`config.mk`:
```
export PLATFORM = sky130hd
export DESIGN_NAME = gsm_front
export DESIGN_NICKNAME = d
export VERILOG_FILES = /design/src/sv/gsm_pkg.sv /design/src/sv/gsm_front.sv
export SDC_FILE = /design/constraint.sdc
export NUM_CORES = 1
export LEC_CHECK = 0
export BUFFER_PORTS_ARGS = -buffer_cell sky130_fd_sc_hd__buf_2
export CELL_PAD_IN_SITES_DETAIL_PLACEMENT = 0
export CELL_PAD_IN_SITES_GLOBAL_PLACEMENT = 2
export CORE_ASPECT_RATIO = 0.5
export CORE_UTILIZATION = 27
export DETAILED_ROUTE_END_ITERATION = 10
export PLACE_DENSITY_LB_ADDON = 0.3
export SYNTH_ARGS = -nofsm -noshare
export SYNTH_HDL_FRONTEND = slang
export SYNTH_SLANG_ARGS = --single-unit
```
`constraint.sdc`:
```
create_clock -name clk -period 6.25 [get_ports clk]
set_clock_uncertainty 0.2 [all_clocks]
set_input_delay 1.25 -clock clk [delete_from_list [all_inputs] [get_ports clk]]
set_output_delay 1.25 -clock clk [all_outputs]
set_load 0.02 [all_outputs]
```
`src/sv/gsm_pkg.sv`:
```
`default_nettype none
// ----------------------------------------------------------------------------
// gsm_pkg
// shared types and codes for the generational slot map
// ----------------------------------------------------------------------------
package gsm_pkg;

  // fixed port field widths
  localparam int unsigned IN_INDEX_W   = 16;
  localparam int unsigned IN_GEN_W     = 16;
  localparam int unsigned IN_PAYLOAD_W = 32;
  localparam int unsigned OUT_INDEX_W  = 6;
  localparam int unsigned OUT_GEN_W    = 16;
  localparam int unsigned OUT_REMOVE_W = 32;

  // command queue depth between front and back
  localparam int unsigned QDEPTH = 2;
  localparam int unsigned QPTR_W = 1;
  localparam int unsigned QCNT_W = 2;

  localparam logic ACT_REGISTER   = 1'b0;
  localparam logic ACT_UNREGISTER = 1'b1;

  typedef enum logic [1:0] {
    ST_OK   = 2'd0,
    ST_FULL = 2'd1,
    ST_BAD  = 2'd2
  } status_t;

  // classified command as it travels through the queue
  typedef struct packed {
    logic                      unreg;
    logic                      in_range;
    logic [IN_INDEX_W-1:0]     index;
    logic [IN_GEN_W-1:0]       gen;
    logic [IN_PAYLOAD_W-1:0]   payload;
  } op_t;

  typedef struct packed {
    logic full;
    logic empty;
  } qstat_t;

  typedef struct packed {
    logic                      valid;
    status_t                   status;
    logic [OUT_INDEX_W-1:0]    index;
    logic [OUT_GEN_W-1:0]      gen;
    logic [OUT_REMOVE_W-1:0]   removed;
  } res_t;

endpackage
`default_nettype wire

```
`src/sv/gsm_front.sv`:
```
`default_nettype none
// ----------------------------------------------------------------------------
// gsm_front
// takes commands, decodes the action and range-checks the handle index
// ----------------------------------------------------------------------------
module gsm_front import gsm_pkg::*; #(
  parameter int unsigned MAX_ENTRIES = 64
) (
  input  wire logic                    clk,
  input  wire logic                    rst_n,
  input  wire logic                    start_i,
  input  wire logic                    action_i,
  input  wire logic [IN_PAYLOAD_W-1:0] payload_i,
  input  wire logic [IN_INDEX_W-1:0]   handle_index_i,
  input  wire logic [IN_GEN_W-1:0]     handle_gen_i,
  input  wire logic                    clearing_i,
  input  wire qstat_t                  qstat_i,
  output logic                         busy_o,
  output logic                         push_o,
  output op_t                          op_o
);

  logic fe_valid_r;
  logic fe_valid_nxt;
  op_t  fe_op_r;
  logic take;

  assign busy_o = clearing_i | (fe_valid_r & qstat_i.full);
  assign take   = start_i & ~busy_o;
  assign push_o = fe_valid_r & ~qstat_i.full;
  assign op_o   = fe_op_r;

  always_comb begin
    fe_valid_nxt = fe_valid_r;
    if (take) begin
      fe_valid_nxt = 1'b1;
    end else if (push_o) begin
      fe_valid_nxt = 1'b0;
    end
  end

  always_ff @(posedge clk) begin
    if (!rst_n) begin
      fe_valid_r <= 1'b0;
    end else begin
      fe_valid_r <= fe_valid_nxt;
    end
  end

  // payload register, no reset needed
  always_ff @(posedge clk) begin
    if (take) begin
      fe_op_r.unreg    <= (action_i == ACT_UNREGISTER);
      fe_op_r.in_range <= ({1'b0, handle_index_i} < (IN_INDEX_W+1)'(MAX_ENTRIES));
      fe_op_r.index    <= handle_index_i;
      fe_op_r.gen      <= handle_gen_i;
      fe_op_r.payload  <= payload_i;
    end
  end

endmodule
`default_nettype wire

```
==> run metrics <==
Worst Path Required 4.80 ns; Slew Viols, Final 0; fmax 0.314 GHz; number of global-route vias before repair 1,317; largest fanout on the critical path 3; largest family of logic cells by synthesized area simple AND/OR/NAND/NOR gates; worst hold stages 2; FF/Latch Area 0.00200 mm²; Initial Utilization 0.281; CORE AREA 0.00738 mm²; most frequent CP cell buf_2; layout cells sized above 1 0.675; status finished, final reports clean; Synth Area per Inst 26.9 µm²; vias 1,321; H-tree depth 3; worst hold start fe_valid_r; FF-to-FF setup slack 4.42 ns; sequential share of the synthesized area 0.966; Rel. slew slack 0.454; die footprint 0.00805 mm²; post-route minimum period 3.18 ns; FP Rows 22; clk slew on worst S/H paths 0.05 ns; Seq cells post-synth 67; count of final hold-check violations 0; CP delay by family, top buffers and inverters; WS Path Type in2out; # Post-CTS Setup Buffers 0; Syn Inst Count 77; Max IR drop VDD 0.000136 V; Yosys Warn Count 0; Fill cells 704; Final WS setup 3.07 ns; P per Cell Area 327 mW/mm²; Leakage 0.00133 µW; reg-to-reg endpoint op_o[64]; CTS tree built; Num CTS Buffers 9; count of different cell masters after synthesis 12; root buffer cell clkbuf_16; CP max stage cell a21o_1; Worst Path Buf+Inv 2; DRT Wirelength 4570 µm; cell area after synthesis 0.00207 mm²; hold crit path type reg2reg; DRT antenna net count 0; footprint of the multi-input gates 73.8 µm²; Sink Count 67; # diodes 0; FF-to-FF Start fe_valid_r; Slew @ Worst Pin 0.819 ns; Cell Chain, Critical Path buf_2 -> a21o_1 -> buf_2; Arrival @ worst endpoint 1.73 ns; crit path launch type primary input; Post-Syn Nets 148; I/O pins 139; final setup violating endpoints 0; endpoint class of the critical path output port; Worst R2R Path Depth 3; Setup TNS 0 ns; Pre-Repair DR Iteration Count 4; hold_buf cts 0; WHS Endpoint fe_valid_r; antenna violations before repair 0; port bufs 137; crit share post-route 0.509; Die Wd 126 µm; worst slack, placed 3.07 ns; Compound-Gate Fraction of Synth Area 0.00725; Placer Congestion 0.645; Synth-to-Final Area Change 52.2%; Overflow after GRT 0; largest net degree at the start of global routing 67; # Max-Cap Violations 0; Worst path max stage delay 0.20 ns; WL per Instance 14.0 µm; Clk Latency, worst-skew pair 0.32 ns; Die H 63.9 µm; XOR/XNOR Fraction of Synth Area 0; Final nets 297; Core Util, Final 0.428; Adder-Cell Fraction of Synth Area 0; DRC Markers 0; PostCTS Resize Cnt 0; mux cell area share after synthesis 0; Synth Area in Simple Gates 0.0248; unrepaired setup endpoints after global routing no; drt first-iter violations 37; first-pass GRT wire length 6700 µm; Post-DP HPWL 3310 µm; global-route usage over all layers 0.119; Longest Clk Path Bufs 2; drt via density 4.04
-- logic make-up after synthesis --
| family | count (synthesis) |
|---|---|
| AOI/OAI and AO/OA | 2 |
| buffers and inverters | 1 |
| and+or+nand+nor | 7 |
| DFF | 67 |
-- sequential cells by signal, summed over array words and instances (netlist names) --
register    cells
fe_valid_r      1
op_o           66
-- where the power goes --
group          internal [µW]  total (µW)  switching [µW]
combinational           28.5        74.7            46.3
sequential               518         522            4.25
clock                    264         436             172
total                    810        1030             222
-- cell usage in the layout (no fill, tap or decap) --
master,count
buf_2,137
edfxtp_1,66
clkbuf_16,9
clkinv_2,5
inv_1,1
a21o_1,1
nor2_4,1
or4_4,1
or4_1,1
nor4_2,1
nor2b_1,1
nand2_1,1
nand2b_1,1
a21boi_1,1
clkinvlp_4,1
clkbuf_1,1
dfxtp_1,1
buf_4,1
-- area by class of cell --
cell class,count,share of cell area
clock buffers,10,0.0726
multi-input cells,9,0.0234
inverters,1,0.00119
flip-flops and latches,67,0.635
clock inverters,6,0.0103
well taps,96,0.0381
repair buffers,138,0.220
-- worst register-to-register path: cells and delay by family (launching register included) --
| kind | cells | cell delay [ns] |
|---|---|---|
| buf+inv | 1 | 0.63 |
| flops | 1 | 0.31 |
| compound gates | 1 | 0.19 |
| simple gates | 1 | 0.08 |
-- worst max path at each step --
stage                          start  endpoint  slack, ns  cells past startpoint
after detailed placement  qstat_i[1]    busy_o       3.07                      3
after global routing      qstat_i[1]    busy_o       3.05                      3
after global placement    qstat_i[1]    busy_o       3.07                      3
after floorplan           qstat_i[1]   op_o[0]       1.28                      2
after CTS                 qstat_i[1]    busy_o       3.07                      3
final                     qstat_i[1]    busy_o       3.07                      3
-- synth_stat cells --
master,instances,area share
edfxtp_1,66,0.96
a21o_1,1,0.0036
or4_4,1,0.0054
dfxtp_1,1,0.0097
nor2_1,1,0.0018
nand2b_1,1,0.0030
inv_1,1,0.0018
a21boi_1,1,0.0036
nand2_1,1,0.0018
nor2b_1,1,0.0030
nor4_2,1,0.0060
or4_1,1,0.0036
-- metal layers --
| layer | global-route usage | part of all wire | up-vias |
|---|---|---|---|
| met1 | 0.106 | 0.33 | 667 |
| met5 | 0 | 0 | - |
| met2 | 0.224 | 0.60 | 38 |
| met3 | 0.0486 | 0.048 | 8 |
| li1 | - | - | 608 |
| met4 | 0.0813 | 0.022 | 0 |
-- stage by stage --
stage          hold slack, ns  power (µW)  cell area (µm²)  std cells
6_report                0.260        1030             3150        327
5_1_grt                 0.299        1070             3150        327
4_1_cts                 0.266        1050             3150        327
3_5_place_dp            0.259         607             2890        311
3_3_place_gp            0.254         604             2890        311
2_1_floorplan           0.240         566             2070         77
(Power assumes the default switching activity.)
