[src/sv/gsm_pkg.sv]
`default_nettype none
// ----------------------------------------------------------------------------
// gsm_pkg
// shared types and codes for the generational slot map
// ----------------------------------------------------------------------------
package gsm_pkg;

  // fixed port field widths
  localparam int unsigned IN_INDEX_W   = 16;
  localparam int unsigned IN_GEN_W     = 16;
  localparam int unsigned IN_PAYLOAD_W = 32;
  localparam int unsigned OUT_INDEX_W  = 6;
  localparam int unsigned OUT_GEN_W    = 16;
  localparam int unsigned OUT_REMOVE_W = 32;

  // command queue depth between front and back
  localparam int unsigned QDEPTH = 2;
  localparam int unsigned QPTR_W = 1;
  localparam int unsigned QCNT_W = 2;

  localparam logic ACT_REGISTER   = 1'b0;
  localparam logic ACT_UNREGISTER = 1'b1;

  typedef enum logic [1:0] {
    ST_OK   = 2'd0,
    ST_FULL = 2'd1,
    ST_BAD  = 2'd2
  } status_t;

  // classified command as it travels through the queue
  typedef struct packed {
    logic                      unreg;
    logic                      in_range;
    logic [IN_INDEX_W-1:0]     index;
    logic [IN_GEN_W-1:0]       gen;
    logic [IN_PAYLOAD_W-1:0]   payload;
  } op_t;

  typedef struct packed {
    logic full;
    logic empty;
  } qstat_t;

  typedef struct packed {
    logic                      valid;
    status_t                   status;
    logic [OUT_INDEX_W-1:0]    index;
    logic [OUT_GEN_W-1:0]      gen;
    logic [OUT_REMOVE_W-1:0]   removed;
  } res_t;

endpackage
`default_nettype wire

[src/sv/gsm_queue.sv]
`default_nettype none
// ----------------------------------------------------------------------------
// gsm_queue
// short command queue decoupling the front from the back
// ----------------------------------------------------------------------------
module gsm_queue import gsm_pkg::*; (
  input  wire logic clk,
  input  wire logic rst_n,
  input  wire logic push_i,
  input  wire op_t  op_i,
  input  wire logic pop_i,
  output op_t       op_o,
  output qstat_t    qstat_o
);

  op_t               mem [QDEPTH];
  logic [QPTR_W-1:0] head_r;
  logic [QPTR_W-1:0] tail_r;
  logic [QCNT_W-1:0] count_r;

  assign qstat_o.full  = (count_r == QCNT_W'(QDEPTH));
  assign qstat_o.empty = (count_r == '0);
  assign op_o          = mem[head_r];

  always_ff @(posedge clk) begin
    if (push_i) begin
      mem[tail_r] <= op_i;
    end
  end

  always_ff @(posedge clk) begin
    if (!rst_n) begin
      head_r  <= '0;
      tail_r  <= '0;
      count_r <= '0;
    end else begin
      if (push_i) begin
        tail_r <= tail_r + 1'b1;
      end
      if (pop_i) begin
        head_r <= head_r + 1'b1;
      end
      unique case ({push_i, pop_i})
        2'b10:   count_r <= count_r + 1'b1;
        2'b01:   count_r <= count_r - 1'b1;
        default: count_r <= count_r;
      endcase
    end
  end

`ifndef NO_ASSERTIONS
  a_no_overflow: assert property (@(posedge clk) disable iff (!rst_n)
    push_i |-> !qstat_o.full) else $error("queue push while full");
  a_no_underflow: assert property (@(posedge clk) disable iff (!rst_n)
    pop_i |-> !qstat_o.empty) else $error("queue pop while empty");
  a_count_bound: assert property (@(posedge clk) disable iff (!rst_n)
    count_r <= QCNT_W'(QDEPTH)) else $error("queue count out of range");
`endif

endmodule
`default_nettype wire

[config.mk]
export PLATFORM = sky130hd
export DESIGN_NAME = gsm_queue
export DESIGN_NICKNAME = d
export VERILOG_FILES = /design/src/sv/gsm_pkg.sv /design/src/sv/gsm_queue.sv
export SDC_FILE = /design/constraint.sdc
export NUM_CORES = 1
export LEC_CHECK = 0
export CORE_ASPECT_RATIO = 1.25
export CORE_MARGIN = 8
export CORE_UTILIZATION = 51
export CTS_BUF_LIST = sky130_fd_sc_hd__clkbuf_4 sky130_fd_sc_hd__clkbuf_8 sky130_fd_sc_hd__clkbuf_16
export DETAILED_ROUTE_END_ITERATION = 16
export DONT_BUFFER_PORTS = 1
export GPL_TIMING_DRIVEN = 0
export PLACE_DENSITY_LB_ADDON = 0.12
export REMOVE_ABC_BUFFERS = 1
export SKIP_LAST_GASP = 1
export SLEW_MARGIN = 25
export SYNTH_ARGS = -nofsm -noshare
export SYNTH_HDL_FRONTEND = slang
export SYNTH_SLANG_ARGS = --single-unit
export TNS_END_PERCENT = 20
[constraint.sdc]
create_clock -name clk -period 12 [get_ports clk]
set_clock_uncertainty 0.2 [all_clocks]
set_input_delay 0.6 -clock clk [delete_from_list [all_inputs] [get_ports clk]]
set_output_delay 0.6 -clock clk [all_outputs]
set_load 0.02 [all_outputs]
==> metrics, run 1 <==
worst skew pair latency=0.39 ns; pwr dens=198 nW/µm²; Post-DP HPWL=6.27 mm; Final GP Congestion=around 0.7; total power=0.00114 W; Clock Path Buffers=2; arrival time worst endpoint=between 1.5 and 2 ns; Multi-input gate area=866 µm²; antenna violations before repair=0; fin crit share=0.210; Inst Count DP=350; filler instances=704; Seq cells post-synth=137; max_cap viols=0; CTS clk-pin slew, worst paths=approximately 0.05 ns; maximum clock rate=397 MHz; drt drc=0; Die W=104 µm; Synth Area in XOR/XNOR=0.00529; gr usage total=0.135; TritonCTS buffer count=17; Adder-Cell Fraction of Synth Area=0.00252; minimum clock period=2.52 ns; Compound-Gate Fraction of Synth Area=0.00403; first-pass GRT wire length=13.0 mm; nets=314; layout cells sized above 1=0.410; crit start category=register; Pins Over Slew Limit=0; hold_ws=0.0978 ns; Overflow after GRT=0; initial core utilization=0.520; Synth-to-Final Area Change=15.9%; Inserted Diodes=0; Worst Path Required=11.20 ns; Root Buffer=clkbuf_16; Pre-Repair DR Iteration Count=4; chip height=126 µm; H-tree Lvls=4; via count=between 2000 and 2500; TritonCTS clock tree=built; Post-Syn Area=4970 µm²; buffer count from post-CTS setup fixing=0; Mapped Cells=227; Yosys cell types=17; vias in the first global route=2171; outcome=finished clean; setup TNS=0 ns; IR drop worst, VDD=105 µV; Setup CP Type=register to output pin; Die Area=13200 µm²; vias per cell=5.40; DR WL/cell=23.0 µm; DR iter-0 viols=between 100 and 150; YS warnings=0; core area=9560 µm²; non-filler instance count after layout=382; unrepaired setup endpoints after global routing=no; main combinational cell family by area after synthesis=multiplexers; cell leakage power=1.91 nW; clock tree sinks=137; final hold vios=0; row count=40; Hold Path Class=input pin to register; # resized after CTS=0; pin count of the biggest net entering global routing=40; Hold-fix buffers, CTS=0; DRT antenna net count=0; sequential element share of the synthesized area=0.818; setup violators final=0; Worst Tran Pin Value=0.639 ns; Post-Route WL=8.78 mm; Post-Synth Simple-Gate Area=0.0108; number of port buffers=0; multiplexer area fraction after synthesis=0.150; I/O pin count=138; register area=a little over 4000 µm²; Avg Inst Size Synth=21.9 µm²; crit end category=output pin; worst-path fanout max=39; Slew headroom=0.573
-- flip-flops by register name, indices dropped and copies added, names as in the netlist, named ones only --
signal	flops
mem	132
count_r	2
head_r	1
tail_r	1
-- worst paths after layout --
path / startpoint / end / slack [ns] / depth (start not counted)
max reg2reg: tail_r / mem[1][31] / 10.32 / 2
max: register / op_o[45] / 9.48 / 2
min reg2reg: count_r[1] / count_r[1] / 0.32 / 2
min: op_i[2] / mem[0][2] / 0.1 / 0
-- layout by cell type, fill, tap and decap left out --
master	count
edfxtp_1	132
mux2_2	66
clkbuf_16	17
clkbuf_4	7
clkbuf_8	4
dfxtp_1	4
and2_1	3
buf_12	3
xnor2_1	2
clkinv_2	2
nor2_1	1
xor2_1	1
inv_1	1
and2_4	1
and2b_2	1
nor2_4	1
nor2b_1	1
o21a_1	1
o21ai_0	1
or3_1	1
a21boi_1	1
ha_1	1
dfxtp_4	1
clkinv_1	1
bufinv_16	1
buf_16	1
-- synth_stat cells --
| library cell | n | area (µm²) |
|---|---|---|
| o21ai_0 | 1 | 5.00 |
| a21boi_1 | 1 | 7.51 |
| inv_1 | 1 | 3.75 |
| nor2_1 | 2 | 7.51 |
| buf_4 | 4 | 30.0 |
| or3_1 | 1 | 6.26 |
| buf_2 | 3 | 15.0 |
| ha_1 | 1 | 12.5 |
| dfxtp_1 | 5 | 100 |
| o21a_1 | 1 | 7.51 |
| xor2_1 | 1 | 8.76 |
| and2b_2 | 1 | 8.76 |
| edfxtp_1 | 132 | 3960 |
| xnor2_1 | 2 | 17.5 |
| and2_1 | 4 | 25.0 |
| mux2_2 | 66 | 743 |
| nor2b_1 | 1 | 6.26 |
-- kinds of logic after synthesis --
kind of cell	Yosys count
XOR/XNOR	3
AND/OR/NAND/NOR	9
flip-flops	137
adder cells (fa/ha/maj)	1
buffers and inverters	8
AO/OA/AOI/OAI	3
multiplexers	66
-- metrics by stage --
step / utilization / instance area, µm² / setup slack, ns
after detailed placement: 0.542 / 5180 / 9.87
after global routing: 0.602 / 5760 / 9.38
after CTS: 0.602 / 5760 / 9.43
after floorplan: - / 4920 / 7.85
final: 0.602 / 5760 / 9.48
after global placement: 0.532 / 5080 / 6.73
-- where the power goes --
group / switching [W] / total [W] / internal (W) / leakage [nW]
registers: 0.0000101 / 0.000563 / 0.000553 / 1.28
logic: 0.0000604 / 0.0000925 / 0.0000321 / 0.339
clock network: 0.000164 / 0.000486 / 0.000322 / 0.294
total: 0.000235 / 0.00114 / 0.000907 / 1.91
-- per-layer routing --
metal  up-vias  track usage  routed length [µm]
li1        926            -                   -
met1      1027        0.134                3110
met2        99        0.225                4610
met3         9       0.0795                 942
met4         0       0.0538                 121
met5         -            0                   0
-- final cells by class --
cell class,count,area share
Tap cell,126,0.0274
Clock inverter,4,0.00760
Multi-Input combinational cell,82,0.150
Inverter,1,0.000652
Sequential cell,137,0.706
Timing Repair Buffer,4,0.0152
Clock buffer,28,0.0925
-- worst max-delay path, cell delays in order, from the launching register on --
cell and delay (ns):
dfxtp_4 0.58, buf_12 0.27, mux2_2 0.44
Note: power is estimated with default switching activity, not from simulation.
==> run 2, diff against run 1 <==
clock period = 2.4 ns   (was 12 ns; I/O delays follow)
==> run 2 against run 1 <==
  * Core utilization is 7.3 points higher
  * Sequential power grew to 5.0 times the previous value
  * Sequential share of layout area is 7.7 points lower
  * Setup slack worse by 9.1 ns
  * Total power grew to 5.1 times the previous value
  * Clock power grew to 5.0 times the previous value
  * Hold slack worse by 0.087 ns
  * Critical path type unchanged
==> metrics, run 2 (synthesized netlist as in run 1, its figures left out) <==
nets=384 (was 314); final hold vios=0 (unchanged); Clock Path Buffers=2 (unchanged); unrepaired setup endpoints after global routing=no (unchanged); Overflow after GRT=0 (unchanged); Synth-to-Final Area Change=30.0% (was 15.9%); Setup CP Type=register to output pin (unchanged); Die W=104 µm (unchanged); setup TNS=0 ns (unchanged); Slew headroom=0.554 (was 0.573); arrival time worst endpoint=1.72 ns (about the same); commonest non-fill, non-tap cells in the layout=132 x edfxtp_1, 70 x dlygate4sd3_1, 66 x mux2_2 (was 132 x edfxtp_1, 66 x mux2_2, 17 x clkbuf_16); Hold Path Class=input pin to register (unchanged); H-tree Lvls=4 (unchanged); vias in the first global route=2613 (was 2171); dpl cell area=5180 µm² (unchanged); R2R Path Start=tail_r (unchanged); Die Area=13200 µm² (unchanged); worst-path fanout max=39 (unchanged); Inst Count DP=350 (unchanged); number of port buffers=0 (unchanged); antenna violations before repair=0 (unchanged); vias per cell=5.19 (was 5.40); biggest regs=mem (132), count_r (2) (unchanged); reg2reg end=mem[0][45] (was mem[1][31]); Worst Tran Pin Value=0.667 ns (was 0.639 ns); Top reg by flops=mem (unchanged); I/O pin count=138 (unchanged); buffer count from post-CTS setup fixing=0 (unchanged); minimum clock period=2.04 ns; filler instances=660 (was 704); setup violators final=0 (unchanged); DR iter-0 viols=123 (was 121); DRT antenna net count=0 (unchanged); max FFs per register=132 (unchanged); non-filler instance count after layout=452 (was 382); Post-Route WL=9.72 mm (was 8.78 mm); Worst Path Required=2.08 ns (was 11.20 ns); commonest non-fill, non-tap cell in the layout=edfxtp_1 (unchanged); maximum clock rate=489 MHz; Post-DP HPWL=6.27 mm (unchanged); Multi-input gate area=866 µm² (unchanged); chip height=126 µm (unchanged); crit path to=op_o[23] (was op_o[45]); cell leakage power=2.21 nW (was 1.91 nW); Pre-Repair DR Iteration Count=4 (unchanged); # resized after CTS=0 (unchanged); max_cap viols=0 (unchanged); drt drc=0 (unchanged); TritonCTS clock tree=built (unchanged); Pins Over Slew Limit=0 (unchanged); core area=9560 µm² (unchanged); final non-filler cell area=6460 µm² (was 5760 µm²); Final GP Congestion=0.683 (unchanged); worst skew pair latency=0.40 ns (was 0.39 ns); flop2flop setup slack=0.69 ns (was 10.32 ns); outcome=finished clean (unchanged); hold_ws=0.0107 ns (was 0.0978 ns); initial core utilization=0.520 (unchanged); gr usage total=0.150 (was 0.135); register area=4070 µm² (unchanged); pin count of the biggest net entering global routing=40 (unchanged); worst reg2reg path depth=2 (unchanged); Inserted Diodes=0 (unchanged); pwr dens=905 nW/µm² (was 198 nW/µm²); CTS clk-pin slew, worst paths=0.05 ns (about the same); IR drop worst, VDD=556 µV (was 105 µV); crit start category=register (unchanged); row count=40 (unchanged); fin crit share=0.852; TritonCTS buffer count=17 (unchanged); clock tree sinks=137 (unchanged); first-pass GRT wire length=14.9 mm (was 13.0 mm); layout cells sized above 1=0.322 (was 0.410); crit end category=output pin (unchanged); Root Buffer=clkbuf_16 (unchanged); via count=2347 (was 2061); DR WL/cell=21.5 µm (was 23.0 µm)
## run 2: cell count changes in the layout (fill, tap and decap cells not counted)
| cell | delta |
|---|---|
| dlygate4sd3_1 | +70 |
## run 2: power by group
part	internal [W]	switching [W]	total [W]
sequential	0.00276	0.0000526	0.00282
clock	0.00161	0.000844	0.00245
combinational	0.000238	0.000340	0.000578
total	0.00461	0.00124	0.00585
## run 2: per-stage QoR
stage	power (W)	utilization	setup slack, ns
final	0.00585	0.676	0.355
after global routing	0.00605	0.676	0.273
after CTS	0.00589	0.676	0.315
after detailed placement	0.00334	0.542	0.713
after global placement	0.00331	0.532	-2.50
after floorplan	0.00324	-	-1.39
## run 2: how the worst min path moves through the flow
stage	startpoint	end	slack [ns]	cells after the start
4_1_cts	push_i	mem[1][17]	0.008	1
6_report	push_i	mem[1][23]	0.01	1
5_1_grt	push_i	mem[1][19]	0.02	1
3_5_place_dp	op_i[39]	mem[0][39]	0.02	0
3_3_place_gp	op_i[53]	mem[0][53]	0.02	0
2_1_floorplan	op_i[0]	mem[0][0]	0.02	0
## run 2: critical path, cell delays in order, from the launching register on
cell and delay [ns]:
dfxtp_4 0.58, buf_12 0.28, mux2_2 0.44
## run 2: layout make-up
cell class,count,area share
tap,126,0.0244
clock buffer,28,0.0825
sequential,137,0.630
multi-input combinational,82,0.134
timing repair buffer,74,0.122
clock inverter,4,0.00678
inverter,1,0.000581
## run 2: per-layer routing
layer,share of wire,up-vias,GRT usage
met3,0.077,8,0.0709
met5,0,-,0
met1,0.38,1161,0.157
li1,-,1072,-
met2,0.53,106,0.256
met4,0.011,0,0.0538
## run 2: repair_timing
action                     4_1_cts  5_1_grt
hold buffers                    70        0
hold endpoints to repair       153        0
setup endpoints to repair        0        0
